## src/sv/vbc_pkg.sv

```systemverilog
`timescale 1ns / 1ps
`default_nettype none
// ----------------------------------------------------------------------------
// vbc_pkg: shared types and constants of the Vigenere byte cipher
// Character codes, key layout, register indexes and the config struct.
// ----------------------------------------------------------------------------
package vbc_pkg;

  // Key geometry
  localparam int MAX_KEY_LEN = 12;
  localparam int LETTER_W    = 5;
  localparam int KEY_W       = MAX_KEY_LEN * LETTER_W;
  localparam int POS_W       = 4;

  // Character codes
  localparam logic [7:0] CHAR_A     = 8'd65;
  localparam logic [7:0] CHAR_Z     = 8'd90;
  localparam logic [7:0] CHAR_SPACE = 8'd32;
  localparam logic [5:0] ALPHA_SIZE = 6'd26;

  // Configuration register indexes
  typedef enum logic [1:0] {
    REG_DECRYPT_MODE = 2'd0,
    REG_KEY_LETTERS  = 2'd1,
    REG_KEY_LENGTH   = 2'd2
  } cfg_reg_e;

  typedef logic [MAX_KEY_LEN-1:0][LETTER_W-1:0] key_array_t;

  // Live configuration shared by the datapath modules
  typedef struct packed {
    logic             decrypt;
    key_array_t       letters;
    logic [POS_W-1:0] length;
  } cipher_cfg_t;

endpackage : vbc_pkg
`default_nettype wire

```

## src/sv/vbc_keypos.sv

```systemverilog
`timescale 1ns / 1ps
`default_nettype none
// ----------------------------------------------------------------------------
// vbc_keypos: key position tracker
// Holds the key position, picks the key letter for the current byte and
// advances the position on every accepted non-space byte.
// ----------------------------------------------------------------------------
module vbc_keypos import vbc_pkg::*; (
  input  wire logic                clk_i,
  input  wire logic                rst_ni,
  input  wire cipher_cfg_t         cfg_i,
  input  wire logic                fire_i,
  input  wire logic [7:0]          in_byte_i,
  input  wire logic                line_start_i,
  output logic      [LETTER_W-1:0] key_o
);

  logic [POS_W-1:0]    pos_q, pos_d;
  logic [POS_W-1:0]    eff_len;
  logic [POS_W-1:0]    pos_cur;
  logic [POS_W-1:0]    pos_use;
  logic [POS_W-1:0]    pos_inc;
  logic [POS_W-1:0]    pos_nxt;
  logic [LETTER_W-1:0] raw_key;

  // Clamp the key length to 1..MAX_KEY_LEN
  always_comb begin
    if (cfg_i.length == '0) begin
      eff_len = POS_W'(1);
    end else if (cfg_i.length > POS_W'(MAX_KEY_LEN)) begin
      eff_len = POS_W'(MAX_KEY_LEN);
    end else begin
      eff_len = cfg_i.length;
    end
  end

  // Select the letter; a position past the length falls back to zero
  always_comb begin
    pos_cur = line_start_i ? '0 : pos_q;
    pos_use = (pos_cur >= eff_len) ? '0 : pos_cur;
    raw_key = cfg_i.letters[pos_use];
    key_o   = (raw_key >= LETTER_W'(ALPHA_SIZE)) ? raw_key - LETTER_W'(ALPHA_SIZE) : raw_key;
    pos_inc = pos_use + POS_W'(1);
    pos_nxt = (pos_inc >= eff_len) ? '0 : pos_inc;
  end

  // Advance on non-space beats; a space only takes the line-start reset
  always_comb begin
    pos_d = pos_q;
    if (fire_i) begin
      pos_d = (in_byte_i != CHAR_SPACE) ? pos_nxt : pos_cur;
    end
  end

  always_ff @(posedge clk_i or negedge rst_ni) begin
    if (!rst_ni) begin
      pos_q <= '0;
    end else begin
      pos_q <= pos_d;
    end
  end

endmodule : vbc_keypos
`default_nettype wire

```

## src/sv/vbc_shift.sv

```systemverilog
`timescale 1ns / 1ps
`default_nettype none
// ----------------------------------------------------------------------------
// vbc_shift: modulo-26 letter shifter
// Shifts A-Z by the key letter forward or backward; other bytes pass.
// ----------------------------------------------------------------------------
module vbc_shift import vbc_pkg::*; (
  input  wire logic                decrypt_i,
  input  wire logic [7:0]          in_byte_i,
  input  wire logic [LETTER_W-1:0] key_i,
  output logic      [7:0]          out_byte_o
);

  logic [5:0] x;
  logic [5:0] sum;
  logic [5:0] y;

  always_comb begin
    x = 6'(in_byte_i - CHAR_A);
    // Add the key, or add its complement to 26 when decrypting
    if (decrypt_i) begin
      sum = x + ALPHA_SIZE - 6'(key_i);
    end else begin
      sum = x + 6'(key_i);
    end
    y = (sum >= ALPHA_SIZE) ? sum - ALPHA_SIZE : sum;
    if (in_byte_i inside {[CHAR_A:CHAR_Z]}) begin
      out_byte_o = CHAR_A + 8'(y);
    end else begin
      out_byte_o = in_byte_i;
    end
  end

endmodule : vbc_shift
`default_nettype wire

```

## src/sv/vigenere_byte_cipher_core.sv

```systemverilog
`timescale 1ns / 1ps
`default_nettype none
// ----------------------------------------------------------------------------
// vigenere_byte_cipher_core: Vigenere cipher over a byte stream
// Shifts uppercase letters by a repeating key of up to twelve letters.
//
//   channel  signals                              width   direction
//   in       in_valid_i/in_ready_o, in_byte_i,     8+1     sink
//            line_start_i
//   out      out_valid_o/out_ready_i, out_byte_o   8       source
//   cfg      cfg_we_i, cfg_idx_i, cfg_data_i       2+60    write only
//
// One beat per cycle sustained while the output is not stalled; an accepted
// beat passes the input register, then the result register, to output valid.
// The key position is updated when a beat is accepted, so the next beat
// can follow in the next cycle.
// Reset clears the key position, the config to its defaults and all valids.
// A stall at the output backs up through the two registers.
// ----------------------------------------------------------------------------
module vigenere_byte_cipher_core import vbc_pkg::*; (
  input  wire logic             clk_i,
  input  wire logic             rst_ni,
  input  wire logic             cfg_we_i,
  input  wire logic [1:0]       cfg_idx_i,
  input  wire logic [KEY_W-1:0] cfg_data_i,
  input  wire logic             in_valid_i,
  output logic                  in_ready_o,
  input  wire logic [7:0]       in_byte_i,
  input  wire logic             line_start_i,
  output logic                  out_valid_o,
  input  wire logic             out_ready_i,
  output logic      [7:0]       out_byte_o
);

  cipher_cfg_t         cfg_q;
  logic                in_fire;
  logic [LETTER_W-1:0] key_sel;
  logic                s1_valid_q;
  logic [7:0]          s1_byte_q;
  logic [LETTER_W-1:0] s1_key_q;
  logic                s1_ready;
  logic                s2_ready;
  logic [7:0]          shifted;
  logic                out_valid_q;
  logic [7:0]          out_byte_q;

  // Configuration registers
  always_ff @(posedge clk_i or negedge rst_ni) begin
    if (!rst_ni) begin
      cfg_q.decrypt <= 1'b0;
      cfg_q.letters <= '0;
      cfg_q.length  <= POS_W'(1);
    end else if (cfg_we_i) begin
      case (cfg_reg_e'(cfg_idx_i))
        REG_DECRYPT_MODE: cfg_q.decrypt <= cfg_data_i[0];
        REG_KEY_LETTERS:  cfg_q.letters <= key_array_t'(cfg_data_i);
        REG_KEY_LENGTH:   cfg_q.length  <= cfg_data_i[POS_W-1:0];
        default:          ;
      endcase
    end
  end

  // Pipeline flow control
  assign s2_ready   = !out_valid_q || out_ready_i;
  assign s1_ready   = !s1_valid_q || s2_ready;
  assign in_ready_o = s1_ready;
  assign in_fire    = in_valid_i && s1_ready;

  vbc_keypos u_keypos (
    .clk_i        (clk_i),
    .rst_ni       (rst_ni),
    .cfg_i        (cfg_q),
    .fire_i       (in_fire),
    .in_byte_i    (in_byte_i),
    .line_start_i (line_start_i),
    .key_o        (key_sel)
  );

  // Input register: hold the byte and its key letter
  always_ff @(posedge clk_i or negedge rst_ni) begin
    if (!rst_ni) begin
      s1_valid_q <= 1'b0;
    end else if (s1_ready) begin
      s1_valid_q <= in_valid_i;
    end
  end

  always_ff @(posedge clk_i) begin
    if (in_fire) begin
      s1_byte_q <= in_byte_i;
      s1_key_q  <= key_sel;
    end
  end

  vbc_shift u_shift (
    .decrypt_i  (cfg_q.decrypt),
    .in_byte_i  (s1_byte_q),
    .key_i      (s1_key_q),
    .out_byte_o (shifted)
  );

  // Result register: advance when the output slot is free
  always_ff @(posedge clk_i or negedge rst_ni) begin
    if (!rst_ni) begin
      out_valid_q <= 1'b0;
    end else if (s2_ready) begin
      out_valid_q <= s1_valid_q;
    end
  end

  always_ff @(posedge clk_i) begin
    if (s2_ready && s1_valid_q) begin
      out_byte_q <= shifted;
    end
  end

  assign out_valid_o = out_valid_q;
  assign out_byte_o  = out_byte_q;

endmodule : vigenere_byte_cipher_core
`default_nettype wire
```

## config.mk

```make
export PLATFORM = sky130hd
export DESIGN_NAME = vigenere_byte_cipher_core
export DESIGN_NICKNAME = d
export VERILOG_FILES = /design/src/sv/vbc_pkg.sv /design/src/sv/vbc_keypos.sv /design/src/sv/vbc_shift.sv /design/src/sv/vigenere_byte_cipher_core.sv
export SDC_FILE = /design/constraint.sdc
export NUM_CORES = 1
export LEC_CHECK = 0
export ABC_AREA = 1
export BUFFER_PORTS_ARGS = -buffer_cell sky130_fd_sc_hd__buf_2
export CORE_MARGIN = 2
export CORE_UTILIZATION = 52
export DETAILED_ROUTE_END_ITERATION = 8
export GPL_TIMING_DRIVEN = 1
export MAX_ROUTING_LAYER = met4
export PLACE_DENSITY = 0.73
export SYNTH_ARGS = -nofsm -noshare
export SYNTH_HDL_FRONTEND = slang
export SYNTH_SLANG_ARGS = --single-unit
```

## constraint.sdc

```tcl
create_clock -name clk_i -period 4.6 [get_ports clk_i]
set_input_delay 0.92 -clock clk_i [delete_from_list [all_inputs] [get_ports clk_i]]
set_output_delay 0.92 -clock clk_i [all_outputs]
set_load 0.1 [all_outputs]
```

==> results of run 1 <==
## layout by cell type, fill, tap and decap left out, drive strengths merged
cell type  netlist  layout
a31oi            1       1
nand3           51      51
or2              3       3
a21boi           1       1
o211ai           5       5
nor2            48      48
inv             92      94
o31ai            1       1
nor4             1       1
o21ai           21      21
clkinv           0       3
o21a             4       4
edfxtp          21      21
or3              1       1
ha              30      30
mux2            39      39
or4              1       1
xor2             8       8
buf              7      88
xnor2            3       3
nand2          144     144
nand3b           2       2
o22ai            2       2
and2             1       1
dfstp            1       1
a22oi            6       6
nand4           11      11
dfrtp           70      70
clkinvlp         0       1
nor3             1       1
clkbuf          10      10
fa               2       2
nor3b            1       1
a21oi           32      32
## registers in the layout, summed over array words and instances (netlist names)
signal          cells
cfg_q              65
out_byte_o          8
out_valid_o         1
s1_byte_q           8
s1_key_q            5
s1_valid_q          1
u_keypos.pos_q      4
## path summary, 6_finish.rpt
kind	to	slack [ns]	cells after the start
min in group asynchronous	cfg_q[10]	0.59	1
max	u_keypos.pos_q[0]	0.80	16
min	out_byte_o[6]	0.46	0
max reg2reg	out_byte_o[4]	0.94	17
max in group asynchronous	cfg_q[25]	3.05	2
min reg2reg	out_byte_o[6]	0.46	0
## area by class of cell
class,count,area share
inverter,92,0.0559
tap,136,0.0275
sequential,92,0.390
multi-input combinational,420,0.426
clock buffer,10,0.0206
timing repair buffer,88,0.0725
clock inverter,6,0.00769
## cell usage after synthesis (all sizes together), types with 3 or more instances
library cell,number
xnor2,3
a22oi,6
clkbuf,10
nand3,51
nor2,48
or2,3
buf,7
dfrtp,70
edfxtp,21
o211ai,5
inv,92
nand2,144
mux2,39
a21oi,32
o21a,4
xor2,8
ha,30
o21ai,21
nand4,11
## report_power, final
group / internal (mW) / switching [mW] / total [mW]
sequential: 1.00 / 0.0849 / 1.09
clock: 0.201 / 0.300 / 0.501
combinational: 0.597 / 1.05 / 1.64
## worst register-to-register path: stages (launching register included)
cell and delay [ns]:
edfxtp_1 0.45, inv_1 0.19, ha_1 0.22, xor2_1 0.28, ha_1 0.38, fa_1 0.57, o21a_1 0.17, nor2_1 0.06
nor2_2 0.16, nand2_2 0.11, nand3_2 0.10, nand2_1 0.07, and2_1 0.17, ha_1 0.21, nand3_1 0.10, nand2_1 0.06
nand3_1 0.08, nand2_1 0.05
## per-stage QoR
step / std cells / util / hold slack (ns) / cell area (sq um) / worst slack, ns
floorplan: 621 / - / 0.447 / 5470 / 1.01
global placement: 828 / 0.584 / 0.428 / 6010 / 0.673
detailed placement: 828 / 0.584 / 0.429 / 6010 / 0.453
CTS: 844 / 0.602 / 0.456 / 6180 / 0.845
global route: 844 / 0.602 / 0.474 / 6180 / 0.584
finish: 844 / 0.602 / 0.456 / 6180 / 0.802
## per-layer routing
metal | vias to the layer above | part of all wire | global-route usage | wire length [microns]
li1 | 2196 | - | - | -
met1 | 2038 | 0.43 | 0.273 | 4970
met2 | 97 | 0.50 | 0.372 | 5790
met3 | 24 | 0.048 | 0.0337 | 553
met4 | 0 | 0.026 | 0.106 | 302
met5 | - | 0 | - | 0
## logic make-up (layout without fill, tap and decap cells)
family,count (synthesis),after routing
xor gates and xnor gates,11,11
buffers and inverters,109,196
muxes,39,39
AOI/OAI and AO/OA,73,73
and+or+nand+nor,265,265
adders and majority gates,32,32
DFF,92,92
==> impl_metrics.py, run 1 <==
metrics = {
    "die": {
        "dieArea_sq_um": 11400,
        "num_rows": 37,
        "initial_core_util": 0.532,
        "die_w_microns": 107,
        "coreArea_sq_um": 10300,
        "io_pins": 86,
        "die_y_microns": 107,
    },
    "synthesis": {
        "ys_seq_elements": 92,
        "synth_area_leaders": "dfrtp_1, edfxtp_1, nand2_1",
        "synth_top_area_frac": 0.320,
        "seq_area_frac_synth": 0.440,
        "synth-simple-area-share": 0.223,
        "synth_edf_count": 21,
        "avgSynthCellArea_sq_um": 8.81,
        "synth_area_leader_cell": "dfrtp_1",
        "yosysWarnings": 0,
        "synth_compound_gate_area_share": 0.0823,
        "synthMuxAreaShare": 0.0803,
        "synthAdderAreaFrac": 0.0759,
        "ys_types": 47,
        "synth_async_sr_flop_share": 0.772,
        "synth_nets": 729,
        "synth_xor_area_frac": 0.0176,
        "syn_area_sq_um": 5470,
        "synth_ff_type": "dfrtp_1",
        "synth_top_family_by_area": "simple AND/OR/NAND/NOR gates",
        "synth_cells": 621,
    },
    "timing": {
        "worst-slew-pin-transition_ns": 0.936,
        "fmax_mhz": 263,
        "post-route-period-util": 0.826,
        "period_needed_ns": 3.80,
        "relSlewSlack": 0.376,
        "fin_skew_ns": 0.0173,
        "tns_ns": 0,
        "rsz0062_at_grt": "false",
        "maxSlewViolCount": 0,
        "hold_violations": 0,
        "setup_viol": 0,
    },
    "clock_network": {
        "clk_pin_slew_ns": 0.10,
        "cts-htree-levels": 3,
        "cts_tree": "built",
        "cts_root_buffer": "clkbuf_8",
        "clock_insertion_delay_worst_skew_ns": 0.38,
        "cts_resized": 0,
        "hold_buffers": 0,
        "cts.sinks": 92,
        "numCtsBuffers": 9,
        "cts_setup_buffers": 0,
        "clk_path_buf_depth": 2,
    },
    "grt": {
        "antenna_found_initial": 0,
        "grt_pass1_vias": 4491,
        "grt_pass1_wl_microns": 19900,
        "overflow": 0,
        "grt_start_max_net_pins": 82,
        "grt_usage": 0.225,
    },
    "setup_path": {
        "cp_data_arrival_time_ns": 4.08,
        "crit_slowest_cell": "nor3_1",
        "critPathLaunchType": "input pin",
        "critical_path.top_delay_family": "simple AND/OR/NAND/NOR gates",
        "reg2reg_from": "s1_byte_q[0]",
        "critPathMaxStageDelay_ns": 0.36,
        "startpoint": "line_start_i",
        "path_buf_inv": 1,
        "worstPathMaxFanout": 10,
        "endpoint_kind": "register",
        "cp_cell_sequence": "buf_2, nor2_1, ha_1, nand2_1, nand2_1, a21oi_4, nand2_2, nor2_4, ha_1, ha_1, a21boi_0, o21a_1, o21a_1, nor3_1, nand2_1, a22oi_1",
        "critPathRequiredTime_ns": 4.88,
        "path_class": "in -> reg",
    },
    "worst_hold_path": {
        "hold_path.class": "reg -> reg",
        "min_from": "s1_byte_q[6]",
    },
    "power_and_ir_drop": {
        "leakagePower_nw": 3.16,
        "powerDensity_nw_per_um2": 523,
        "p_total_mw": 3.23,
        "peakVddDrop_v": 0.000347,
    },
    "detailed_routing": {
        "wl_per_cell_microns": 13.8,
        "vias": 4355,
        "vias_per_cell": 5.16,
        "drtIter0Drc": 226,
        "dr.pass1.iters": 5,
        "drc": 0,
        "ant_nets": 0,
        "drt-total-wl_microns": 11600,
    },
    "run": {
        "maxCapViolations": 0,
    },
    "status": {
        "status": "complete, no violations",
    },
    "placed_design": {
        "io_buffers": 85,
        "dpl.hpwl_microns": 8880,
        "place_congestion": 0.847,
    },
    "finish": {
        "nNetsFinal": 811,
        "multiInputGateArea_sq_um": 2640,
        "syn_to_final_growth_pct": 13.0,
        "seq_area_sq_um": 2410,
        "diodes": 0,
        "fill_cells": 922,
        "drive_gt1_frac": 0.251,
    },
}
(Power assumes the default switching activity.)
==> run 2, diff against run 1 <==
Settings changed: ABC_AREA 1 to 0, PLACE_DENSITY 0.73 to 0.76.
Clock period 4.6 ns to 3.2 ns, I/O delays scaled along.
==> run 2 against run 1 <==
  * The flow now finishes with violations (negative setup slack)
  * Cell area is 21% higher
  * Area after synthesis down 2.7%
  * Clock skew fell by 0.0046 ns
  * Highest routed layer unchanged
==> impl_metrics.py, run 2 <==
metrics = {
    "clock_network": {
        "cts_tree": "built",
        "clk_pin_slew_ns": 0.10,
        "cts.sinks": 92,
        "cts-htree-levels": 3,
        "cts_root_buffer": "clkbuf_8",
        "hold_buffers": 0,
        "clk_path_buf_depth": 2,
        "numCtsBuffers": 9,
        "clock_insertion_delay_worst_skew_ns": 0.37,
    },
    "setup_path": {
        "crit_slowest_cell": "edfxtp_1",
        "critPathRequiredTime_ns": 3.32,
        "crit_top_cell": "nand2_2",
        "critPathMaxStageDelay_ns": 0.48,
        "cp_cell_sequence": "nor2_1, nand2_2, xnor2_2, ha_1, ha_4, nand2_2, o21ai_4, buf_6, nand3_1, o2111a_1, a211oi_4, xor2_1, ha_2, o21a_1, a211oi_2, or3b_1",
        "critPathLaunchType": "register",
        "path_buf_inv": 1,
        "worstPathMaxFanout": 4,
        "path_class": "reg -> reg",
        "cp_data_arrival_time_ns": 3.85,
        "endpoint_kind": "register",
        "critical_path.top_delay_family": "adder cells",
    },
    "grt": {
        "grt_usage": 0.270,
        "overflow": 0,
        "grt_pass1_vias": 4738,
        "antenna_found_initial": 0,
        "grt_pass1_wl_microns": 22800,
        "grt_start_max_net_pins": 61,
    },
    "finish": {
        "layout_commonest_cell": "buf_4",
        "final_core_util": 0.757,
        "top_register": "cfg_q",
        "largest_register_ff_count": 65,
        "diodes": 0,
        "syn_to_final_growth_pct": 40.4,
        "nNetsFinal": 764,
        "final_area_sq_um": 7470,
        "layout_common_cells": "buf_4, buf_2, dfrtp_1, mux2_2, nand2_1",
        "drive_gt1_frac": 0.549,
    },
    "die": {
        "dieArea_sq_um": 11100,
        "die_y_microns": 105,
        "coreArea_sq_um": 9860,
        "initial_core_util": 0.539,
        "die_w_microns": 105,
        "num_rows": 36,
        "io_pins": 86,
    },
    "timing": {
        "post-route-period-util": 1.17,
        "hold_violations": 0,
        "rsz0062_at_grt": "true",
        "layout_setup_ws_ns": -0.532,
        "worst-slew-pin-transition_ns": 0.775,
        "setup_viol": 12,
        "maxSlewViolCount": 0,
        "relSlewSlack": 0.483,
        "holdWs_ns": 0.334,
        "fmax_mhz": 268,
        "fin_skew_ns": 0.0126,
        "period_needed_ns": 3.73,
    },
    "synthesis": {
        "synth_area_leader_cell": "dfrtp_1",
        "synth_async_sr_flop_share": 0.772,
        "ys_types": 64,
        "synth_nets": 577,
        "seq_area_frac_synth": 0.453,
        "synth_area_leaders": "dfrtp_1, mux2_2, edfxtp_1",
        "synth_edf_count": 21,
        "synth_cells": 469,
        "synth_common_cells": "dfrtp_1, mux2_2, nand2_1",
        "avgSynthCellArea_sq_um": 11.3,
        "yosysWarnings": 0,
        "synth_ff_type": "dfrtp_1",
        "synth_top_area_frac": 0.329,
        "ys_seq_elements": 92,
        "synth.most_common_cell": "dfrtp_1",
        "syn_area_sq_um": 5320,
    },
    "power_and_ir_drop": {
        "powerDensity_nw_per_um2": 762,
        "p_total_mw": 5.69,
        "peakVddDrop_v": 0.000483,
        "leakagePower_nw": 3.36,
    },
    "status": {
        "violations": "negative setup slack",
        "status": "complete, but fails checks",
    },
    "detailed_routing": {
        "dr.pass1.iters": 5,
        "drt-total-wl_microns": 14900,
        "drc": 0,
        "ant_nets": 0,
        "vias_per_cell": 5.62,
        "wl_per_cell_microns": 18.8,
        "drtIter0Drc": 191,
        "vias": 4466,
    },
    "worst_hold_path": {
        "hold_path.class": "in -> async",
    },
    "placed_design": {
        "dpl-instance-area_sq_um": 6590,
        "dpl.hpwl_microns": 9810,
        "io_buffers": 85,
        "place_congestion": 0.915,
    },
    "run": {
        "maxCapViolations": 0,
    },
}
## run 2: changes by cell type after synthesis, moves of 6 or more
cell      previous run  this run
mux2i_1              0        22
nor4_1               0         6
inv_1               85        27
nand2_2              6         0
nor2b_1              0         6
a21oi_1             29        19
nand4_1              9         1
nand2_1            137        32
mux2_2              39        65
nor2_1              42        18
buf_1                0         6
inv_2                7         0
nand3_1             49         4
nand2b_1             0        13
## run 2: worst paths after layout
check,start,end,slack [ns],cells past startpoint
worst max register to register,s1_byte_q[2],out_byte_o[4],-0.53,16
max in group asynchronous,rst_ni,cfg_q[4],2.18,2
min in group clk_i,s1_byte_q[6],out_byte_o[6],0.46,0
worst min-delay path,rst_ni,cfg_q[38],0.33,1
worst max-delay path,s1_byte_q[2],out_byte_o[4],-0.53,16
worst min register to register,s1_byte_q[6],out_byte_o[6],0.46,0
## run 2: layer usage
metal / vias to the layer above / global-route usage / share of wire
met3: 31 / 0.0524 / 0.047
met4: 0 / 0.0876 / 0.021
li1: 2089 / - / -
met2: 150 / 0.455 / 0.51
met5: - / - / 0
met1: 2196 / 0.327 / 0.42
## run 2: power breakdown
group | leakage (nW) | internal [mW] | switching, mW
sequential | 1.04 | 1.44 | 0.155
clock | 0.0943 | 0.317 | 0.458
combinational | 2.23 | 1.68 | 1.64
## run 2: metrics by stage
stage,cells,setup slack [ns],TNS [ns]
finish,794,-0.532,-2.23
global route,794,-0.648,-3.90
CTS,784,-0.441,-1.35
detailed placement,740,-0.609,-4.55
global placement,740,-0.361,-3.38
floorplan,469,-0.329,-1.64
## run 2: repair_timing
item	in CTS	in global routing
hold endpoints to repair	0	0
buffers inserted	31	9
gates resized for setup	49	34
setup endpoints to repair	13	14
cloned	0	1
pin swaps	39	27
## run 2: logic make-up after synthesis
kind of cell | share of synthesized area
adders and majority gates | 0.0781
xor gates and xnor gates | 0.0240
muxes | 0.179
buffers and inverters | 0.0327
DFF | 0.453
and+or+nand+nor | 0.110
AOI/OAI and AO/OA | 0.124
## run 2: area by class of cell
| class | instances | area (sq um) |
|---|---|---|
| clock buffer | 10 | 138 |
| clock inverter | 6 | 51.3 |
| fill | 636 | 2390 |
| inverter | 27 | 104 |
| multi-input combinational | 332 | 3290 |
| sequential | 92 | 2410 |
| tap | 133 | 166 |
| timing repair buffer | 194 | 1320 |
